### src/design/tbet_pkg.sv
// ----------------------------------------------------------------------------
// tbet_pkg: shared types and constants of the timestamped bit-event trace
// Request and response payloads, the decoded command that flows from the
// front end to the back end, and the trace store sizing.
// ----------------------------------------------------------------------------
package tbet_pkg;

	localparam int TRACE_DEPTH = 1024;
	localparam int ADDR_W      = $clog2(TRACE_DEPTH);
	localparam int POS_W       = $clog2(TRACE_DEPTH + 1);
	localparam int TIME_W      = 56;
	localparam int WORD_W      = 32;
	localparam int INDEX_W     = 10;
	localparam int QUEUE_DEPTH = 4;
	localparam int QPTR_W      = $clog2(QUEUE_DEPTH);
	localparam int QCNT_W      = $clog2(QUEUE_DEPTH + 1);

	// Request mode codes
	localparam logic [1:0] MODE_TICK       = 2'd0;
	localparam logic [1:0] MODE_MARK       = 2'd1;
	localparam logic [1:0] MODE_READ_ENTRY = 2'd2;
	localparam logic [1:0] MODE_READ_TIME  = 2'd3;

	typedef struct packed {
		logic [1:0]         mode;
		logic               set_enable;
		logic [4:0]         set_index;
		logic               clear_enable;
		logic [4:0]         clear_index;
		logic               toggle_enable;
		logic [4:0]         toggle_index;
		logic [INDEX_W-1:0] read_index;
	} req_t;

	typedef struct packed {
		logic              found;
		logic [WORD_W-1:0] entry_time;
		logic [WORD_W-1:0] entry_flags;
		logic [TIME_W-1:0] now_time;
	} rsp_t;

	// Decoded operation
	typedef enum logic [2:0] {
		OP_TICK,
		OP_MARK,
		OP_RESTART,
		OP_READ_ENTRY,
		OP_READ_TIME
	} op_t;

	typedef struct packed {
		op_t                op;
		logic [WORD_W-1:0]  set_mask;
		logic [WORD_W-1:0]  clear_mask;
		logic [WORD_W-1:0]  toggle_mask;
		logic [INDEX_W-1:0] read_index;
	} cmd_t;

endpackage

### src/design/tbet_front.sv
// ----------------------------------------------------------------------------
// tbet_front: request classifier
// Turns each request into a command: picks the operation and expands the
// flag edit indexes into bit masks, disabled edits giving an empty mask.
// ----------------------------------------------------------------------------
module tbet_front (
	input  tbet_pkg::req_t req,
	output tbet_pkg::cmd_t cmd
);

	logic any_edit;

	assign any_edit = req.set_enable | req.clear_enable | req.toggle_enable;

	// Classify the request
	always_comb begin
		cmd = '0;
		unique case (req.mode)
			tbet_pkg::MODE_TICK: begin
				cmd.op = tbet_pkg::OP_TICK;
			end
			tbet_pkg::MODE_MARK: begin
				cmd.op = any_edit ? tbet_pkg::OP_MARK : tbet_pkg::OP_RESTART;
			end
			tbet_pkg::MODE_READ_ENTRY: begin
				cmd.op = tbet_pkg::OP_READ_ENTRY;
			end
			default: begin
				cmd.op = tbet_pkg::OP_READ_TIME;
			end
		endcase
		// Expand edit indexes into one-hot masks
		if (req.set_enable) begin
			cmd.set_mask = tbet_pkg::WORD_W'(1) << req.set_index;
		end
		if (req.clear_enable) begin
			cmd.clear_mask = tbet_pkg::WORD_W'(1) << req.clear_index;
		end
		if (req.toggle_enable) begin
			cmd.toggle_mask = tbet_pkg::WORD_W'(1) << req.toggle_index;
		end
		cmd.read_index = req.read_index;
	end

endmodule

### config.mk
export PLATFORM = sky130hd
export DESIGN_NAME = tbet_front
export DESIGN_NICKNAME = d
export VERILOG_FILES = /design/src/design/tbet_pkg.sv /design/src/design/tbet_front.sv
export SDC_FILE = /design/constraint.sdc
export NUM_CORES = 1
export LEC_CHECK = 0
export BUFFER_PORTS_ARGS = -buffer_cell sky130_fd_sc_hd__clkbuf_2
export CORE_MARGIN = 3
export CORE_UTILIZATION = 26
export DETAILED_ROUTE_END_ITERATION = 16
export PLACE_DENSITY = 0.77
export SLEW_MARGIN = 20
export SYNTH_ARGS = -nofsm -noshare
export SYNTH_HDL_FRONTEND = slang
export SYNTH_SLANG_ARGS = --single-unit
### constraint.sdc
create_clock -name vclk -period 0.8
set_input_delay 0.08 -clock vclk [all_inputs]
set_output_delay 0.08 -clock vclk [all_outputs]
set_load 0.005 [all_outputs]
---- Word level (Yosys, flattened, before mapping) ----
Cells that the tools add are included.
word-level totals
  logic and storage cells ................. 13
  output and inout bits ................... 109
  register bits after elaboration ......... 0
  input bits .............................. 30
operators by class
  equal/unequal tests ..................... 2
  bitwise gates (word level) .............. 2
  mux-type cells .......................... 5
  shift-type cells ........................ 3
  reduce and logical (&&, ||, !) cells .... 1
operators by type and width
  operator                                             count
  two-way mux 32 bit                                   3
  << shifter 1 x 5 -> 32 bit, first input constant     3
  one-hot mux 3 bit (3 select lines)                   1
  equality test 2 x 1 -> 1 bit, second input constant  1
  equality test 2 bit, second input constant           1
  zero test 2 bit                                      1
  two-way mux 2 bit                                    1
  OR 1 bit                                             2

---- Depth between registers and ports, before layout ----
Gate-level depths: netlist (run 1).
  depth in word-level cells ............... 4
  gate-level depth with buffers ........... 3
  mapped depth without buffers ............ 2

---- Least setup slack after synthesis (run 1) ----
Ideal clock, no wire load.
  kind .................................... input-to-output
  start point ............................. input req[27] in the netlist's numbering
  end point ............................... output cmd[74] in the netlist's numbering
  stages .................................. 3
  required time ........................... 0.720 ns
  path buffers ............................ 1
  arrival time ............................ 0.801 ns
  setup slack ............................. -0.081 ns
  cells stage by stage .................... buf_4 or4b_4 nor2_1
RTL lines
  item                line             source
  start: declaration  tbet_front.sv:7  input tbet_pkg::req_t req,
  end: declaration    tbet_front.sv:8  output tbet_pkg::cmd_t cmd

==> results of run 1 <==
[per-layer routing]
| metal | up-vias | global-route usage (%) | wire, um |
|---|---|---|---|
| met5 | - | 0 | 0 |
| met4 | 0 | 2.479 | 76 |
| met3 | 10 | 2.158 | 309 |
| met2 | 77 | 37.95 | 2342 |
| met1 | 748 | 21.53 | 1595 |
| li1 | 759 | - | - |
[area by class of cell]
| cell class | instances | area [um^2] |
|---|---|---|
| fillers | 254 | 827.0 |
| multi-input cells | 138 | 1025 |
| repair buffers | 144 | 996.0 |
| well taps | 42 | 52.55 |
[layout by cell type, fill, tap and decap left out, types with 2 or more instances in the layout]
cell,count
nand4_1,3
nor2_1,58
nand2b_2,3
buf_12,2
nand4b_1,9
nor2_4,3
buf_8,4
or4b_4,3
nand2b_4,4
nor2_2,35
nand4bb_4,9
or2_4,3
clkbuf_2,34
buf_2,70
buf_6,22
nand2_2,2
buf_4,10
[power by group through the flow]
| stage | registers, mW | clock network, mW | logic, mW |
|---|---|---|---|
| finish | 0 | 0 | 0.729 |
| global route | 0 | 0 | 0.779 |
| CTS | 0 | 0 | 0.574 |
| detailed placement | 0 | 0 | 0.421 |
| global placement | 0 | 0 | 0.414 |
| floorplan | 0 | 0 | 0.267 |
[kinds of logic after synthesis]
family,share of synthesized area [%]
compound gates,1.644
buf+inv,15.69
simple gates,82.66
[per-stage QoR]
stage	setup slack [ns]	cell area [um^2]	std cells	TNS (ns)	power [mW]
2_1_floorplan	-0.07817	889.6	160	-0.7303	0.2668
3_3_place_gp	-0.2590	1474	311	-9.742	0.4137
3_5_place_dp	-0.2729	1474	311	-10.70	0.4209
4_1_cts	-0.2607	1769	314	-9.606	0.5740
5_1_grt	-0.3676	2073	324	-13.23	0.7792
6_report	-0.3546	2073	324	-8.617	0.7291
[final timing paths]
kind	end	start	cells after the start
worst min-delay path	cmd[7]	req[7]	0
worst max-delay path	cmd[43]	req[18]	4
[repair_timing]
| action | 4_1_cts | 5_1_grt |
|---|---|---|
| gates resized for setup | 41 | 133 |
| setup buffers | 1 | 11 |
| endpoints found under the setup margin | 98 | 98 |
| pin swaps | 36 | 51 |
| gates cloned | 2 | 0 |
==> summary by stage, run 1 <==
GRT
The global-route total usage across every layer is 18.94%. After global routing the overflow that remains totals 0. The initial antenna violation count is 0.

Entering global routing, the biggest net connects 9 pins. The wire length of the first global-routing pass is 6513 um. The via count of the first global-routing pass is 1408.

Detailed routing
In the final routed layout, each cell accounts on average for 13.34 um. The number of nets with antenna violations after routing is 0. The total number of vias is 1594. The aggregate routed wire length is 4323 um. The first routing iteration left 57 violations.

In the routed design, unresolved DRC markers number 0. The detail-routed via count per cell is 4.920. The first TritonRoute pass finished after 4 iterations.

STA
Hold is met by 0.1600 ns. The final hold violation count is 0. The setup-violating endpoint count in the final report is 89. Setup repair after global routing could not meet its margin everywhere. Once routing completed, OpenROAD measured the worst setup slack at -0.3546 ns. Based on the critical path, the design can be clocked at up to 866.1 MHz. The minimum clock period is 1.155 ns. For the pin with the worst max-slew slack, the measured transition is 0.3602 ns. The headroom to the max-slew limit is 75.93%. After layout, the worst path uses 144.3% of the clock period. The number of pins with negative max-slew slack in the final report is 0.

Hold path
The class of the worst hold path is in -> out.

Die
The number of rows created at floorplan is 19. The die footprint is 0.003936 mm^2. Measured along the x axis, the die boundary spans 62.74 um. The die boundary height is 62.74 um.

The standard cell core area is 0.002900 mm^2. Pin placement for this block handled 139 I/O pins. The starting utilization of the core area is 28.86%.

Yosys
By count the netlist is led by 96 x nor2_1, 13 x buf_4, 9 x clkbuf_1, 9 x nand4b_1, 9 x nand4bb_1. The biggest area consumer among synthesized cells is nor2_1. The fraction of synthesized cell area taken by the top area cell type is 43.05%. In the post-synthesis netlist, the cell with the most instances is nor2_1. Ranked by total cell area, the synthesized netlist is headed by nor2_1 43%, nand4bb_1 12%, buf_4 12%.

Synthesis produced a netlist with a net count of 190. Summing every instance area after synthesis gives 837.1 um^2. After synthesis, the mean cell area works out to 5.232 um^2.

Yosys printed 0 warnings. The number of library cell types mapped by synthesis is 14. Summing the sequential cell areas from Yosys gives 0% of the chip area. The post-synthesis instance total is 160.

Flow run
The max-capacitance violation count is 0.

Status
The run finished, with violations left. The checks that failed: setup timing.

Power
VDD sags by at most 0.0002146 V. Dividing total power by cell area gives a power density of 351.7 mW/mm^2. Summed over all cells, the static leakage comes to 1.056 nW. The internal portion of the total power is 0.3917 mW. The fraction of power spent switching nets is 46.27%. The relative contribution of combinational cells to total power is 100.0%.

The clock network accounts for 0% of the total power. The switching power is 0.3373 mW. Registers are responsible for 0% of the overall power.

Final layout
The share of the core filled with cells in the final layout is 71.48%. The area growth from synthesis to final layout is 147.7%. The footprint of the flip-flops and latches is 0 um^2. The flip-flop and latch count is 0. The share of layout cells above drive strength 1 is 73.76%. 0 antenna diodes ended up in the layout. In the final design database the tool counted 314 nets. After layout, the clock buffer instance count stands at 0.

Worst setup path
Data on the critical path is required at its endpoint by 0.72 ns. The critical path class is in -> out. The worst-path maximum fanout is 4. The data arrival at the endpoint of the critical path is 1.07 ns. Traced cell by cell, the critical path runs through buf_6, or4b_4, nor2_2, buf_2. On the critical path the largest part of the delay comes from simple AND/OR/NAND/NOR gates. The number of buffers and inverters on the critical path is 2. The kind of start point of the critical path is an input pin. The largest stage delay on the critical path is 0.59 ns.

The element type at the critical path end is an output pin. The cell with the biggest individual delay on the critical path is or4b_4.

CTS
Buffers inserted to repair hold after CTS numbered 0.

Place
The number of buffers added on ports is 119. The congestion estimate from routability-driven global placement came to 0.7775. The detailed placement HPWL is 2990 um.
(Power assumes the default switching activity.)
==> run 2, diff against run 1 <==
--- a/config.mk
+++ b/config.mk
@@ -10,6 +10,7 @@
 export CORE_UTILIZATION = 26
 export DETAILED_ROUTE_END_ITERATION = 16
 export PLACE_DENSITY = 0.77
+export RECOVER_POWER = 100
 export SLEW_MARGIN = 20
 export SYNTH_ARGS = -nofsm -noshare
 export SYNTH_HDL_FRONTEND = slang
==> summary by stage, run 2 (synthesized netlist as in run 1, its figures left out) <==
GRT
The initial antenna violation count came to 0 (unchanged). The total grt overflow is 0 (unchanged). The global-route total usage across every layer is 18.94% (unchanged). The maximum number of pins on one net before global-route repair is 9 (unchanged).

The wire length of the first global-routing pass is 6513 um (unchanged). The via count of the first global-routing pass is 1408 (unchanged).

Final layout
The flip-flop and latch count is 0 (unchanged). The multi-input combinational cell area is 0.001025 mm^2 (unchanged). The share of layout cells above drive strength 1 came to 73.40% (-0.35 points).

The post-route non-filler standard cell count is 324 (unchanged). The footprint of the flip-flops and latches is 0 um^2 (unchanged). The count of inserted antenna diode cells came to 0 (unchanged). The number of nets at the end of the flow is 314 (unchanged).

The layout clock buffer count is 0 (unchanged). The share of the core filled with cells in the final layout was 71.44% (about the same). The count of fill cells added during filler insertion is 255 (+0.39%). The library cells used most frequently in the layout, excluding fill and tap cells, are 70 x buf_2, 58 x nor2_1, 35 x nor2_2. The commonest non-fill, non-tap cell in the layout is buf_2.

The area growth from synthesis to final layout came to 147.5% (about the same).

Worst setup path
In this run the worst setup path begins at req[18]. STA classifies the critical path startpoint as an input pin. The critical path class is in -> out. The data arrival at the endpoint of the critical path came to 1.07 ns (about the same).

The worst-path maximum fanout is 4 (unchanged). The worst setup path is captured at an output pin. The required time at the endpoint of the critical path was 0.72 ns (about the same).

Detailed routing
The number of design-rule violations left by the first detailed-router iteration is 57 (unchanged). The final routed DRC violation total is 0 (unchanged). The routed wire length per instance was 13.34 um (unchanged). The total number of vias is 1594 (unchanged). The number of nets with antenna violations after routing is 0 (unchanged).

The total iterations of the first detailed-routing run is 4 (unchanged). The detail-routed via count per cell was 4.920 (unchanged). The aggregate routed wire length was 4323 um (unchanged).

Power
The internal power is 0.3911 mW (-0.17%). The total power of the final layout is 0.7284 mW (about the same). The switching power is 0.3373 mW (about the same). The power density over cell area is 351.5 mW/mm^2 (about the same). The fraction of power consumed by sequential logic is 0% (unchanged).

The static power due to leakage is 1.053 nW (-0.31%). The clock network fraction of design power is 0% (unchanged). The fraction of power spent switching nets is 46.31% (about the same). The worst supply voltage drop on vdd came to 0.0002146 V (about the same).

The relative contribution of combinational cells to total power is 100.0% (about the same).

Die
The die boundary height is 62.74 um (unchanged). The horizontal die dimension is 62.74 um (unchanged). The number of ports placed on the die boundary is 139 (unchanged). The standard cell core area is 0.002900 mm^2 (unchanged). The number of rows created at floorplan is 19 (unchanged).

The starting utilization of the core area is 28.86% (unchanged). The die footprint is 0.003936 mm^2 (unchanged).

STA
The final worst-path cycle share is 144.3% (unchanged). The final hold violation count came to 0 (unchanged). The headroom to the max-slew limit is 75.93% (unchanged).

The number of pins with negative max-slew slack in the final report came to 0 (unchanged). The minimum clock period was 1.155 ns (unchanged). Setup repair after global routing could not meet its margin everywhere. The worst hold slack is 0.1600 ns (unchanged). The transition at the pin with the smallest max-transition slack is 0.3602 ns (unchanged).

The setup-violating endpoint count in the final report is 89 (unchanged). The worst-case setup margin in the final layout is -0.3546 ns (unchanged). The highest achievable clock rate came to 866.1 MHz (unchanged).

Place
The number of buffers added on ports came to 119 (unchanged). The count of placed standard cells including taps was 311 (unchanged). The setup slack after placement is -0.2729 ns (unchanged). The detailed placement HPWL is 2990 um (unchanged). The routability congestion estimate is 0.7775 (unchanged).

Hold path
The min-delay analysis places its worst path in the category in -> out. The startpoint identified for the worst hold timing path is req[7]. The hold path endpoint is cmd[7]. The cell depth of the worst min-delay path is 0 (unchanged).

Status
The run finished, with violations left. The final reports fail on setup timing.

CTS
The number of hold buffers added after CTS is 0 (unchanged).

Flow run
The max-capacitance violation count is 0 (unchanged).
[run 2: power groups by stage]
| stage | sequential, mW | combinational [mW] | clock [mW] |
|---|---|---|---|
| finish | 0 | 0.728 | 0 |
| CTS | 0 | 0.574 | 0 |
| detailed placement | 0 | 0.421 | 0 |
| floorplan | 0 | 0.267 | 0 |
| global route | 0 | 0.779 | 0 |
| global placement | 0 | 0.414 | 0 |
[run 2: how the worst max path moves through the flow]
| stage | endpoint | slack [ns] |
|---|---|---|
| 2_1_floorplan | cmd[74] | -0.08 |
| 3_3_place_gp | cmd[42] | -0.26 |
| 3_5_place_dp | cmd[74] | -0.27 |
| 4_1_cts | cmd[74] | -0.26 |
| 5_1_grt | cmd[43] | -0.37 |
| 6_report | cmd[43] | -0.35 |
[run 2: area by class of cell]
type                       instances  share of cell area [%]
timing repair buffer             144                   48.01
tap                               42                   2.536
multi-input combinational        138                   49.46
[run 2: critical path, cell delays in order]
cell	delay, ns
buf_6	0.10
or4b_4	0.59
nor2_2	0.17
buf_2	0.14
[run 2: per-layer routing]
layer | part of all wire (%) | GRT usage [%] | wire length [um]
met4 | 1.8 | 2.479 | 76
met2 | 54 | 37.95 | 2342
met5 | 0 | 0 | 0
met3 | 7.1 | 2.158 | 309
met1 | 37 | 21.53 | 1594
[run 2: metrics by stage]
| step | cell area (um^2) | setup TNS (ns) |
|---|---|---|
| after floorplan | 889.6 | -0.7303 |
| final | 2072 | -8.617 |
| after detailed placement | 1474 | -10.70 |
| after global routing | 2072 | -13.23 |
| after global placement | 1474 | -9.742 |
| after CTS | 1769 | -9.606 |
[run 2: what timing repair did]
item | CTS | global route
pin swaps | 36 | 51
setup endpoints to repair | 98 | 98
setup buffers | 1 | 11
endpoints found under the hold margin | 0 | 0
gates resized for setup | 41 | 133
gates cloned | 2 | 0
==> run 3, diff against run 2 <==
--- a/config.mk
+++ b/config.mk
@@ -6,6 +6,7 @@
 export NUM_CORES = 1
 export LEC_CHECK = 0
 export BUFFER_PORTS_ARGS = -buffer_cell sky130_fd_sc_hd__clkbuf_2
+export CAP_MARGIN = 10
 export CORE_MARGIN = 3
 export CORE_UTILIZATION = 26
 export DETAILED_ROUTE_END_ITERATION = 16
==> constraint.sdc (replaced) <==
create_clock -name vclk -period 1.05
set_input_delay 0.105 -clock vclk [all_inputs]
set_output_delay 0.105 -clock vclk [all_outputs]
set_load 0.005 [all_outputs]
==> summary by stage, run 3 (synthesized netlist as in run 1, its figures left out) <==
Detailed routing
The routed wire length per instance was 11.61 um (-13%). The number of nets with antenna violations after routing is 0 (unchanged). The detail-routed via count per cell is 4.731 (-3.8%). The total iterations of the first detailed-routing run is 4 (unchanged). The aggregate routed wire length was 3622 um (-16%). The total number of vias is 1476 (-7.4%). The final routed DRC violation total is 0 (unchanged). The number of design-rule violations left by the first detailed-router iteration came to 74 (+30%).

Power
The power density over cell area is 224.1 mW/mm^2 (-36%). The static power due to leakage is 0.7539 nW (-28%). The worst supply voltage drop on vdd is 0.0001277 V (-40%).

Die
The number of ports placed on the die boundary is 139 (unchanged). The starting utilization of the core area came to 28.86% (unchanged). The horizontal die dimension is 62.74 um (unchanged).

The standard cell core area is 0.002900 mm^2 (unchanged). The number of rows created at floorplan is 19 (unchanged). The die boundary height is 62.74 um (unchanged).

The die footprint came to 0.003936 mm^2 (unchanged).

Status
The final reports fail on setup timing. The flow ran to the end, but the final reports show violations.

STA
The headroom to the max-slew limit is 71.12% (-4.8 points). Counting I/O delays and the setup requirement, the final critical path takes 1.110 ns. The worst-case setup margin in the final layout is -0.06017 ns (+0.2944 ns).

The number of pins with negative max-slew slack in the final report came to 0 (unchanged). The setup-violating endpoint count in the final report is 13 (-85%). The final hold violation count was 0 (unchanged). The transition at the pin with the smallest max-transition slack is 0.4332 ns (+0.07303 ns). Static timing analysis puts the maximum clock frequency at 900.8 MHz. The worst hold slack is 0.2100 ns (+0.05000 ns). Of the available clock period, the critical path in the final layout requires 105.7%.

Setup repair after global routing could not meet its margin everywhere.

Worst setup path
The required time at the endpoint of the critical path is 0.94 ns (+0.22 ns). The worst-path maximum fanout was 4 (unchanged). The data arrival at the endpoint of the critical path is 1.01 ns (-0.06 ns). The critical path class is in -> out.

The kind of start point of the critical path is an input pin. The element type at the critical path end is an output pin.

CTS
The post-CTS setup repair buffer count is 0 (-1). The number of hold buffers added after CTS is 0 (unchanged).

Place
The area of placed instances was 0.001451 mm^2 (-1.5%). The number of buffers added on ports came to 119 (unchanged). The detailed placement HPWL is 2962 um (-0.95%).

The routability congestion estimate was 0.7730 (-0.58%). The setup slack after placement is -0.04293 ns (+0.2300 ns).

GRT
The global-route total usage across every layer is 16.39% (-2.6 points). The maximum number of pins on one net before global-route repair is 10 (+1). The total grt overflow is 0 (unchanged). The initial antenna violation count is 0 (unchanged). The wire length of the first global-routing pass is 5802 um (-11%). The via count of the first global-routing pass was 1296 (-8.0%).

Hold path
The hold path endpoint is cmd[8]. The path class of the tightest hold or removal check is in -> out. The worst min-delay path startpoint is req[8]. The cell depth of the worst min-delay path was 0 (unchanged).

Final layout
Leaving out fill and tap cells, the most frequent cell in the layout is clkbuf_2. The final design instance area without fill is 0.001495 mm^2 (-28%). The layout clock buffer count came to 0 (unchanged).

In the layout the commonest cells are 92 x clkbuf_2, 86 x nor2_1, 20 x clkbuf_1. The share of the core filled with cells in the final layout came to 51.55% (-20 points). The flip-flop and latch count is 0 (unchanged). The area growth from synthesis to final layout is 78.62%.

The count of inserted antenna diode cells is 0 (unchanged). The footprint of the flip-flops and latches is 0 um^2 (unchanged). The share of layout cells above drive strength 1 is 47.41% (-26 points).

The count of fill cells added during filler insertion is 337 (+32%). The number of nets at the end of the flow is 302 (-3.8%).

Flow run
The max-capacitance violation count is 0 (unchanged).
[run 3: cell count changes in the layout (fill, tap and decap cells not counted), moves of 4 or more]
cell and change:
nand4bb_4 -8, nand2b_4 -4, clkbuf_2 +59, nor2_1 +28, buf_8 -4, nand4bb_1 +8
clkbuf_1 +19, nor2_2 -26, buf_6 -16, nand2b_1 +7, buf_2 -63
[run 3: how the worst max path moves through the flow]
stage | from | end | slack [ns] | cells after the start
2_1_floorplan | req[27] | cmd[74] | 0.12 | 3
3_3_place_gp | req[20] | cmd[45] | -0.03 | 4
3_5_place_dp | req[20] | cmd[45] | -0.04 | 4
4_1_cts | req[26] | cmd[74] | -0.04 | 4
5_1_grt | req[19] | cmd[42] | -0.09 | 4
6_report | req[13] | cmd[12] | -0.06 | 4
[run 3: area by class of cell]
class | instances | area, um^2 | share of cell area, %
Tap cell | 42 | 52.55 | 3.515
Timing Repair Buffer | 132 | 690.7 | 46.19
Multi-Input combinational cell | 138 | 752.0 | 50.29
[run 3: power breakdown]
part	switching [mW]	internal, mW
Sequential	0	0
Clock	0	0
Combinational	0.188	0.147
[run 3: what timing repair did]
item | 4_1_cts | 5_1_grt
pin swaps | 1 | 5
setup endpoints to repair | 12 | 28
gates cloned | 0 | 0
resized for setup | 0 | 33
[run 3: routing by layer]
layer / wire (um) / global-route usage [%]
met4: 8 / 0.5510
met1: 1330 / 18.16
met3: 357 / 4.496
met5: 0 / 0
met2: 1926 / 32.22
[run 3: per-stage QoR]
step                power [mW]  cells  TNS (ns)
floorplan               0.1878    160         0
global placement        0.3108    312   -0.2200
detailed placement      0.3145    312   -0.3428
CTS                     0.3152    312   -0.2929
global route            0.3706    312    -1.730
finish                  0.3351    312   -0.4721
[run 3: worst max-delay path: stages]
cell	delay, ns
buf_6	0.09
or4b_4	0.57
nor2_1	0.11
buf_2	0.12
