==> config.mk <==
export PLATFORM = sky130hd
export DESIGN_NAME = tbet_cmd_fifo
export DESIGN_NICKNAME = d
export VERILOG_FILES = /design/src/design/tbet_pkg.sv /design/src/design/tbet_cmd_fifo.sv
export SDC_FILE = /design/constraint.sdc
export NUM_CORES = 1
export LEC_CHECK = 0
export ABC_AREA = 1
export BUFFER_PORTS_ARGS = -buffer_cell sky130_fd_sc_hd__buf_2
export CAP_MARGIN = 5
export CORE_MARGIN = 2
export CORE_UTILIZATION = 55
export CTS_CLUSTER_SIZE = 30
export DETAILED_ROUTE_END_ITERATION = 12
export PLACE_DENSITY = 0.77
export SLEW_MARGIN = 10
export SYNTH_ARGS = -nofsm -noshare
export SYNTH_HDL_FRONTEND = slang
export SYNTH_SLANG_ARGS = --single-unit
export TNS_END_PERCENT = 50
==> constraint.sdc <==
create_clock -name clk -period 7.45 [get_ports clk]
set_input_delay 0.3725 -clock clk [delete_from_list [all_inputs] [get_ports clk]]
set_output_delay 0.3725 -clock clk [all_outputs]
set_load 0.01 [all_outputs]
==> src/design/tbet_pkg.sv <==
// ----------------------------------------------------------------------------
// tbet_pkg: shared types and constants of the timestamped bit-event trace
// Request and response payloads, the decoded command that flows from the
// front end to the back end, and the trace store sizing.
// ----------------------------------------------------------------------------
package tbet_pkg;

	localparam int TRACE_DEPTH = 1024;
	localparam int ADDR_W      = $clog2(TRACE_DEPTH);
	localparam int POS_W       = $clog2(TRACE_DEPTH + 1);
	localparam int TIME_W      = 56;
	localparam int WORD_W      = 32;
	localparam int INDEX_W     = 10;
	localparam int QUEUE_DEPTH = 4;
	localparam int QPTR_W      = $clog2(QUEUE_DEPTH);
	localparam int QCNT_W      = $clog2(QUEUE_DEPTH + 1);

	// Request mode codes
	localparam logic [1:0] MODE_TICK       = 2'd0;
	localparam logic [1:0] MODE_MARK       = 2'd1;
	localparam logic [1:0] MODE_READ_ENTRY = 2'd2;
	localparam logic [1:0] MODE_READ_TIME  = 2'd3;

	typedef struct packed {
		logic [1:0]         mode;
		logic               set_enable;
		logic [4:0]         set_index;
		logic               clear_enable;
		logic [4:0]         clear_index;
		logic               toggle_enable;
		logic [4:0]         toggle_index;
		logic [INDEX_W-1:0] read_index;
	} req_t;

	typedef struct packed {
		logic              found;
		logic [WORD_W-1:0] entry_time;
		logic [WORD_W-1:0] entry_flags;
		logic [TIME_W-1:0] now_time;
	} rsp_t;

	// Decoded operation
	typedef enum logic [2:0] {
		OP_TICK,
		OP_MARK,
		OP_RESTART,
		OP_READ_ENTRY,
		OP_READ_TIME
	} op_t;

	typedef struct packed {
		op_t                op;
		logic [WORD_W-1:0]  set_mask;
		logic [WORD_W-1:0]  clear_mask;
		logic [WORD_W-1:0]  toggle_mask;
		logic [INDEX_W-1:0] read_index;
	} cmd_t;

endpackage

==> src/design/tbet_cmd_fifo.sv <==
// ----------------------------------------------------------------------------
// tbet_cmd_fifo: command queue between front and back end
// A small first-in first-out buffer of decoded commands so that each side
// can stall on its own.
// ----------------------------------------------------------------------------
module tbet_cmd_fifo (
	input  logic           clk,
	input  logic           arst_n,
	input  logic           push,
	input  tbet_pkg::cmd_t push_cmd,
	output logic           full,
	input  logic           pop,
	output tbet_pkg::cmd_t head_cmd,
	output logic           empty
);

	tbet_pkg::cmd_t                    slot_q [tbet_pkg::QUEUE_DEPTH];
	logic [tbet_pkg::QPTR_W-1:0]       wr_ptr_q;
	logic [tbet_pkg::QPTR_W-1:0]       rd_ptr_q;
	logic [tbet_pkg::QCNT_W-1:0]       count_q;

	assign full     = (count_q == tbet_pkg::QCNT_W'(tbet_pkg::QUEUE_DEPTH));
	assign empty    = (count_q == '0);
	assign head_cmd = slot_q[rd_ptr_q];

	// Store pushed commands
	always_ff @(posedge clk) begin
		if (push) begin
			slot_q[wr_ptr_q] <= push_cmd;
		end
	end

	// Advance pointers and occupancy
	always_ff @(posedge clk or negedge arst_n) begin
		if (!arst_n) begin
			wr_ptr_q <= '0;
			rd_ptr_q <= '0;
			count_q  <= '0;
		end else begin
			if (push) begin
				wr_ptr_q <= wr_ptr_q + 1'b1;
			end
			if (pop) begin
				rd_ptr_q <= rd_ptr_q + 1'b1;
			end
			if (push && !pop) begin
				count_q <= count_q + 1'b1;
			end else if (pop && !push) begin
				count_q <= count_q - 1'b1;
			end
		end
	end

endmodule

; Word-level counts from Yosys, hierarchy flattened
; Memories as Yosys holds them, arrays and structs flattened.
; Index checks and enable logic that the tools add are counted.
[word_totals]
regBits = 7
mem_bits_rw = 436
inputBits = 113
out_inout_bits = 111
word_cells = 19
memories = 1
[classes]
n_addsub = 4
n_eq_ne = 1
mux = 4
n_reduce_logical = 6
[mem_list]
columns = memory, words, width, rd, rd_ports_with_merged_regs, write_ports, line_no
row1 = slot_q, 4, 109, 1, 0, 1, tbet_cmd_fifo.sv:17  ; tbet_pkg::cmd_t slot_q [tbet_pkg::QUEUE_DEPTH];
[ops]
columns = cell, n
row1 = 2-to-1 mux 3 bit, 2
row2 = adder 2 x 1 -> 2 bit (second input constant), 2
row3 = adder 3 x 1 -> 3 bit (second input constant), 1
row4 = == test 3 bit (second input constant), 1
row5 = zero test 3 bit, 1
row6 = subtractor 3 x 1 -> 3 bit (second input constant), 1
row7 = logical AND 1 bit, 2
row8 = zero test 1 bit, 2
row9 = 2-to-1 mux 1 bit, 2
row10 = nonzero test 2 bit, 1

; Depth between registers and ports, before layout
; Gate-level depths: netlist of the first run.
[logic_depth]
ltp_word = 4
depth_mapped = 9
depth_no_buf = 9

; Least setup slack after synthesis of the first run
; Ideal clock, no wire load.
[synth_path]
path_type = reg2reg
startpoint = register wr_ptr_q[0] (netlist bit)
endpoint = memory slot_q[2][0] (netlist bit) (enable)
setup_ps = 463
arrival_time_ps = 2783
required_ps = 6987
slack_ps = 4205
stages_incl_launch_ff = 5
n_path_buf = 0
synth_period_minus_slack_ps = 3245
cell_sequence = dfrtp_1 -> inv_1 -> ha_1 -> nand2_1 -> inv_1
[synth_rtl]
columns = item, line_no
row1 = from (decl), tbet_cmd_fifo.sv:18  ; logic [tbet_pkg::QPTR_W-1:0] wr_ptr_q;
row2 = from (signal assigned), tbet_cmd_fifo.sv:41  ; wr_ptr_q <= wr_ptr_q + 1'b1;
row3 = to (decl), tbet_cmd_fifo.sv:17
; No word-level cell before the write port.

==> flow_metrics.tcl, run 1 <==
set metrics [dict create \
    firstDrtPassIters 6 \
    coreArea_um2 32300 \
    synth.net_count 1439 \
    cp.required_ns 7.08 \
    final_common_cell "edfxtp_1" \
    avgSynthCellArea_um2 13.5 \
    r2r-start "wr_ptr_q[1]$_DFFE_PN0P_" \
    drive_gt1_share_pct 19.0 \
    crit_fanout 67 \
    htree_levels 2 \
    p_per_area_nw_per_um2 396 \
    pin_count 224 \
    initial_core_util_pct 55.4 \
    grt_pass1_wl_mm 52.4 \
    grt_max_degree 204 \
    p_leak_nw 8.13 \
    yosysUniqueCellTypes 18 \
    grt_pass1_vias 10200 \
    rsz0062_at_grt "no" \
    ff2ff_setup_slack_ns 4.84 \
    yosys.area.top_type_share_pct 73.3 \
    cpMaxStageDelayCell "dfrtp_4" \
    gp_congestion 0.752 \
    fmax_mhz 282 \
    post-route-period-util_pct 47.7 \
    numCtsBuffers 45 \
    yosysSeqAreaShare_pct 74.2 \
    r2r_cells 5 \
    drt_iter0_markers 714 \
    yosysTopAreaCell "edfxtp_1" \
    drt_wl_total_mm 33.7 \
    path_cells "inv_4 -> buf_4 -> o211ai_1 -> nand2_1 -> buf_2" \
    max_cap_viol_count 0 \
    r2r-end "slot_q[1][58]$_DFFE_PP_" \
    ant_nets 0 \
    max-vdd-ir-drop_uv 330 \
    slew_violations 0 \
    crit_type "register to output pin" \
    holdPathStages 1 \
    die_w_um 184 \
    overflow 0 \
    clkSinkCount 443 \
    wl_per_cell_um 16.9 \
    vias_per_cell 5.12 \
    syn_to_final_growth_pct 13.7 \
    crit_path_start_kind "register" \
    clk_pin_slew_ns 0.06 \
    setup_tns_ns 0 \
    cts_root_buf "clkbuf_16" \
    dieArea_um2 34000 \
    netlist_instances 1320 \
    holdWs_ns 0.0453 \
    synth_area_leaders "edfxtp_1 (73%), o211ai_1 (9.1%), nand2_1 (7.1%)" \
    tritoncts "done" \
    whs_endpoint "slot_q[0][10]$_DFFE_PP_" \
    skew_ns 0.0211 \
    clk_latency_ns 0.54 \
    antenna_found_initial 11 \
    ys_seq_elements 443 \
    nets 1645 \
    slew_headroom_pct 25.8 \
    drc 0 \
    hold_viol 0 \
    place_hpwl_mm 19.4 \
    layout_common_cells "edfxtp_1 (436), nand2_1 (340), inv_1 (225)" \
    hold_path_class "input port to register" \
    critPathMaxStageDelay_ns 0.76 \
    worst_slew_pin_slew_ns 1.11 \
    arrival_ns 3.18 \
    io_buffers 223 \
    clockBufferDepth 3 \
    yosysWarnings 0 \
    dr_total_vias 10200 \
    crit_path_end_kind "output pin" \
    hp-start "push_cmd[10]" \
    period_needed_ns 3.55 \
    num_rows 66 \
    synth_area_um2 17900 \
    status "complete, no violations" \
    grt_usage_pct 19.9 \
    finalSetupViolCount 0 \
    die_y_um 184 \
]
cells by family after synthesis:
| group | share of synthesized area, % |
|---|---|
| flops | 74.2 |
| simple gates | 7.26 |
| buf+inv | 8.64 |
| compound gates | 9.21 |
| fa+ha+maj | 0.462 |
| xor+xnor | 0.196 |
cell usage after synthesis:
cell and n:
buf_2 22, nand3_1 1, o21ai_1 1, nor3_1 2, xor2_1 3, buf_6 49
nand4_1 1, clkbuf_1 1, o211ai_1 217, edfxtp_1 436, nand2_1 340, dfrtp_1 7
ha_1 5, xnor2_1 1, fa_1 1, buf_4 2, o211ai_2 1, inv_1 230
critical path: cells and delay by family (launching register included):
family	cells	cell delay, ns
compound gates	1	0.23
flops	1	0.76
buf+inv	3	1.42
simple gates	1	0.12
per-stage QoR:
step | instances | worst slack (ns) | area, µm² | power (W) | util (%)
after floorplan | 1320 | 4.20 | 17900 | 0.00540 | -
final | 2001 | 3.90 | 20300 | 0.00804 | 62.9
after CTS | 1996 | 3.84 | 20300 | 0.00814 | 62.9
after detailed placement | 1920 | 4.42 | 19000 | 0.00610 | 58.7
after global routing | 1998 | 3.71 | 20300 | 0.00854 | 62.9
after global placement | 1920 | 4.50 | 19000 | 0.00601 | 58.7
worst max path at each step:
stage | start | endpoint | slack (ns) | cells past startpoint
after floorplan | wr_ptr_q[0]$_DFFE_PN0P_ | slot_q[2][0]$_DFFE_PP_ | 4.20 | 4
after global placement | rd_ptr_q[1]$_DFFE_PN0P_ | head_cmd[37] | 4.50 | 5
after detailed placement | rd_ptr_q[1]$_DFFE_PN0P_ | head_cmd[82] | 4.42 | 5
after CTS | rd_ptr_q[1]$_DFFE_PN0P_ | head_cmd[82] | 3.84 | 5
after global routing | rd_ptr_q[1]$_DFFE_PN0P_ | head_cmd[33] | 3.71 | 5
final | rd_ptr_q[1]$_DFFE_PN0P_ | head_cmd[36] | 3.90 | 5
layer usage:
layer  share of wire, %  global-route usage (%)  up-vias  routed length, µm
met1                 40                    24.6     4836              13600
met2                 50                    34.1      323              16800
li1                   -                       -     5014                  -
met3                7.9                    5.87       67               2650
met5               0.15                       0        -                 50
met4                2.0                    5.95        8                679
state kept, by name (all words and copies together), names as in the netlist:
signal and cells:
count_q 3, wr_ptr_q 2, rd_ptr_q 2, slot_q 436
where the power goes:
group          total [W]  switching (W)  internal [W]
Combinational    0.00253        0.00169      0.000838
Sequential       0.00348       0.000211       0.00327
Clock            0.00204       0.000861       0.00118
final cells by class:
cell class / count / area (µm²)
flip-flops and latches: 443 / 13300
fillers: 2382 / 12000
multi-input cells: 573 / 3060
clock buffers: 58 / 1220
repair buffers: 233 / 1210
inverters: 230 / 876
well taps: 442 / 553
clock inverters: 17 / 111
diodes: 5 / 12.5
what timing repair did:
action | CTS | global route
buffers inserted | 0 | 0
hold buffers | 1 | 0
endpoints found under the hold margin | 7 | 0
resized for setup | 0 | 0
Note: power is estimated with default switching activity, not from simulation.
==> run 2: changes to the inputs <==
- clock period: 7.45 -> 3.3 ns (I/O delays scaled with it)
==> run 2 against run 1 <==
Compared with the run above: count of clock-buffer cells in the layout is 5 lower; final area is 6.8% higher; clock power is 130% higher; sequential share of layout area is 4.2 points lower; via count is 7.2% higher; combinational power is 150% higher; routed wire length is 8.0% higher; sequential cell count stayed put; non-clock buffer count is 125 higher; total power is 130% higher.
==> flow_metrics.tcl, run 2 (same netlist as run 1, synthesis figures left out) <==
set metrics [dict create \
    status "complete, no violations" \
    period_needed_ns 2.64 \
    initial_core_util_pct 55.4 \
    skew_ns 0.0132 \
    htree_levels 2 \
    coreArea_um2 32300 \
    place_hpwl_mm 20.1 \
    wl_met3_mm 2.53 \
    crit_path_end_kind "output pin" \
    arrival_ns 2.48 \
    placed_area_um2 19200 \
    overflow 0 \
    max_cap_viol_count 0 \
    fill_cells 2140 \
    hold_viol 0 \
    reg_top3 "slot_q x436, count_q x3" \
    max-vdd-ir-drop_uv 716 \
    grt_pass1_vias 11100 \
    clk_latency_ns 0.52 \
    firstDrtPassIters 7 \
    grt_max_degree 97 \
    clkSinkCount 443 \
    syn_to_final_growth_pct 21.4 \
    crit_path_start_kind "register" \
    grt_usage_pct 21.6 \
    highest_layer "met4" \
    finalSetupViolCount 0 \
    ant_nets 0 \
    num_rows 66 \
    rsz0062_at_grt "no" \
    drt_iter0_markers 896 \
    tritoncts "done" \
    slew_violations 0 \
    vias_per_cell 5.17 \
    dr_wl_met2_mm 18.8 \
    cp.required_ns 3.13 \
    clockBufferDepth 3 \
    fin_area_um2 21700 \
    nets 1769 \
    wl_per_cell_um 17.2 \
    io_buffers 223 \
    fmax_mhz 378 \
    slew_headroom_pct 41.1 \
    numCtsBuffers 44 \
    worst_slew_pin_slew_ns 0.884 \
    die_w_um 184 \
    dr_total_vias 11000 \
    drc 0 \
    gp_congestion 0.766 \
    drive_gt1_share_pct 18.6 \
    crit_type "register to output pin" \
    dp.cells 1933 \
    p_leak_nw 8.72 \
    cts_root_buf "clkbuf_16" \
    die_y_um 184 \
    layout_common_cells "edfxtp_1 (436), nand2_1 (340), inv_1 (225)" \
    setup_tns_ns 0 \
    largest_reg_flops 436 \
    p_per_area_nw_per_um2 863 \
    antenna_found_initial 1 \
    wl_met1_mm 14.2 \
    top_register "slot_q" \
    dieArea_um2 34000 \
    finalNonFillerCells 2124 \
    final_common_cell "edfxtp_1" \
    hold_path_class "input port to register" \
    pin_count 224 \
    crit_fanout 32 \
    post-route-period-util_pct 80.1 \
    clk_pin_slew_ns 0.06 \
    drt_wl_total_mm 36.4 \
    grt_pass1_wl_mm 56.7 \
]
[run 2: where the power goes]
| group | switching, W | leakage (nW) | internal [W] | total [W] |
|---|---|---|---|---|
| logic | 0.00402 | 3.97 | 0.00220 | 0.00622 |
| clock network | 0.00198 | 0.661 | 0.00273 | 0.00471 |
| registers | 0.000448 | 4.09 | 0.00736 | 0.00780 |
[run 2: worst paths after layout]
kind,startpoint,slack [ns],end,depth (start not counted)
hold / removal,push_cmd[6],0.38,slot_q[0][6]$_DFFE_PP_,2
setup reg to reg,wr_ptr_q[0]$_DFFE_PN0P_,1.38,slot_q[2][65]$_DFFE_PP_,5
max in group asynchronous,arst_n,2.38,rd_ptr_q[1]$_DFFE_PN0P_,3
setup / recovery,rd_ptr_q[1]$_DFFE_PN0P_,0.66,head_cmd[87],5
hold reg to reg,count_q[2]$_DFFE_PN0P_,0.51,count_q[2]$_DFFE_PN0P_,2
min in group asynchronous,arst_n,0.62,count_q[2]$_DFFE_PN0P_,3
[run 2: critical path, stage by stage (launching register included)]
cell and delay, ns:
dfrtp_4 0.59, inv_4 0.37, buf_4 0.46, o211ai_1 0.21
nand2_1 0.14, buf_2 0.15
[run 2: per-stage QoR]
| step | total power [W] | hold slack, ns | setup slack [ns] | utilization (%) |
|---|---|---|---|---|
| CTS | 0.0188 | 0.362 | 0.644 | 67.2 |
| finish | 0.0187 | 0.379 | 0.658 | 67.2 |
| detailed placement | 0.0140 | 0.0236 | 1.25 | 59.5 |
| global placement | 0.0139 | 0.0109 | 1.23 | 59.5 |
| global route | 0.0198 | 0.376 | 0.531 | 67.2 |
| floorplan | 0.0122 | -0.131 | 0.0545 | - |
[run 2: what timing repair did]
item                      4_1_cts  5_1_grt
hold endpoints to repair      447        0
setup buffers                   0        0
resized for setup               0        0
hold buffers                  113        0
[run 2: area by class of cell]
class,count,area (µm²),share of cell area (%)
clock inverter,24,200,0.923
antenna,1,2.50,0.0115
clock buffer,53,1160,5.33
inverter,230,876,4.04
timing repair buffer,358,2570,11.9
multi-input combinational,573,3060,14.1
sequential,443,13300,61.2
tap,442,553,2.55
[run 2: metal layers]
metal | track usage [%] | vias to the layer above
met5 | 0 | -
li1 | - | 5256
met3 | 4.64 | 68
met2 | 38.4 | 385
met4 | 7.10 | 0
met1 | 26.2 | 5279
==> run 3: changes to the inputs <==
- CORE_UTILIZATION: 55 -> 52
- clock period: 3.3 -> 2.3 ns (I/O delays scaled with it)
==> run 3 against run 2 <==
Compared with the run above: non-clock buffer count is 15 higher; critical endpoint is now head_cmd[49]; highest routed layer unchanged; hold slack worse by 0.061 ns; critical path type unchanged; clock power is 52% higher; count of clock-buffer cells in the layout is 1 lower; largest power group unchanged; final area is 1.6% higher.
==> flow_metrics.tcl, run 3 (same netlist as run 1, synthesis figures left out) <==
set metrics [dict create \
    arrival_ns 2.08 \
    slew_violations 0 \
    die_y_um 189 \
    wl_met3_mm 2.37 \
    place_hpwl_mm 20.5 \
    top_register "slot_q" \
    p_sw_w 0.00950 \
    slew_headroom_pct 57.4 \
    die_w_um 189 \
    pin_count 224 \
    wl_met1_mm 15.1 \
    fmax_mhz 455 \
    max_cap_viol_count 0 \
    layout_common_cells "edfxtp_1 (436), nand2_1 (336), inv_1 (224)" \
    hold_path_class "input port to register" \
    dr_total_vias 11100 \
    largest_reg_flops 436 \
    crit_start "rd_ptr_q[0]$_DFFE_PN0P_" \
    crit_path_start_kind "register" \
    post-route-period-util_pct 95.6 \
    firstDrtPassIters 5 \
    cpMaxStageDelayCell "dfrtp_4" \
    setup_tns_ns 0 \
    intPower_w 0.0183 \
    antenna_found_initial 1 \
    grt_max_degree 110 \
    final_common_cell "edfxtp_1" \
    nets 1784 \
    crit_type "register to output pin" \
    clockBufferDepth 3 \
    ant_nets 0 \
    initial_core_util_pct 53.0 \
    vias_per_cell 5.19 \
    crit_fanout 101 \
    drc 0 \
    grt_pass1_wl_mm 58.5 \
    p_leak_nw 8.84 \
    period_needed_ns 2.20 \
    path_cells "buf_4 -> buf_16 -> nand2_1 -> o211ai_1 -> nand2_1 -> buf_2" \
    regArea_um2 13300 \
    coreArea_um2 33700 \
    multi_input_area_um2 3080 \
    r2r-start "wr_ptr_q[0]$_DFFE_PN0P_" \
    hold_viol 0 \
    p_comb_share_pct 34.6 \
    fill_cells 2265 \
    wl_per_cell_um 17.6 \
    holdWs_ns 0.318 \
    drt_iter0_markers 787 \
    crit_buf_inv 3 \
    htree_levels 2 \
    skew_ns 0.0234 \
    finalSetupViolCount 0 \
    overflow 0 \
    gp_congestion 0.767 \
    highest_layer "met4" \
    reg_top3 "slot_q x436, count_q x3" \
    clkSinkCount 443 \
    dieArea_um2 35900 \
    tritoncts "done" \
    dr_wl_met2_mm 19.0 \
    pwr-share-seq_pct 39.6 \
    syn_to_final_growth_pct 23.4 \
    grt_pass1_vias 11300 \
    status "complete, no violations" \
    cts_root_buf "clkbuf_16" \
    num_rows 67 \
    crit_path_end_kind "output pin" \
    p_clk_share_pct 25.8 \
    io_buffers 223 \
    critPathMaxStageDelay_ns 0.53 \
    max-vdd-ir-drop_uv 857 \
    swShare_pct 34.2 \
    drive_gt1_share_pct 20.1 \
    grt_usage_pct 21.0 \
    p_per_area_nw_per_um2 1260 \
    finalPower_w 0.0278 \
    cp.required_ns 2.18 \
    cpMostUsedCell "nand2_1" \
    worst_slew_pin_slew_ns 0.638 \
    drt_wl_total_mm 37.7 \
    numCtsBuffers 44 \
    crit_family "buffers and inverters" \
    hp-start "push_cmd[0]" \
    clk_latency_ns 0.55 \
    clk_pin_slew_ns 0.06 \
]
## run 3: changes by cell type in the layout (fill, tap and decap cells not counted), moves of 3 or more
cell and delta:
buf_12 +4, buf_4 +7, bufinv_16 +3, clkinvlp_4 +4, ha_1 -4, ha_2 +4, inv_4 -5, nand2_1 -4
nand2_2 +4
## run 3: layout make-up
cell class / instances / area share, %
flip-flops and latches: 443 / 60.2
multi-input cells: 573 / 14.0
repair buffers: 373 / 12.7
clock buffers: 52 / 5.22
inverters: 230 / 4.01
well taps: 448 / 2.54
clock inverters: 27 / 1.35
diodes: 2 / 0.0227
## run 3: worst paths after layout
check	to	depth (start not counted)	slack (ns)
setup / recovery	head_cmd[49]	6	0.10
hold / removal	slot_q[0][0]$_DFFE_PP_	2	0.32
setup reg to reg	slot_q[2][35]$_DFFE_PP_	5	0.35
hold reg to reg	count_q[2]$_DFFE_PN0P_	2	0.57
max in group asynchronous	rd_ptr_q[0]$_DFFE_PN0P_	3	1.38
min in group asynchronous	wr_ptr_q[0]$_DFFE_PN0P_	3	0.59
## run 3: stage by stage
stage          instance area (µm²)  instances  utilization, %  setup WS (ns)
6_report                     22100       2148            65.4          0.102
5_1_grt                      22100       2147            65.4       -0.00828
4_1_cts                      22000       2142            65.2         0.0459
3_5_place_dp                 19400       1949            57.5          0.337
3_3_place_gp                 19400       1949            57.5          0.355
2_1_floorplan                17900       1320               -         -0.376
## run 3: power by group through the flow
| stage | clock (W) | sequential (W) | combinational (W) |
|---|---|---|---|
| 2_1_floorplan | 0 | 0.0111 | 0.00639 |
| 3_3_place_gp | 0 | 0.0111 | 0.00898 |
| 3_5_place_dp | 0 | 0.0112 | 0.00920 |
| 4_1_cts | 0.00724 | 0.0110 | 0.00946 |
| 5_1_grt | 0.00754 | 0.0111 | 0.0106 |
| 6_report | 0.00717 | 0.0110 | 0.00960 |
## run 3: per-layer routing
layer  GRT usage [%]  vias to the layer above
li1                -                     5295
met5               0                        -
met2            36.5                      387
met1            26.1                     5379
met3            3.78                       86
met4            8.83                        0
## run 3: timing repair
item / in CTS / in global routing
endpoints found under the setup margin: 11 / 40
pin swaps: 0 / 0
resized for setup: 0 / 4
hold buffers: 113 / 0
hold endpoints to repair: 448 / 0
cloned: 0 / 1
buffers inserted: 1 / 3
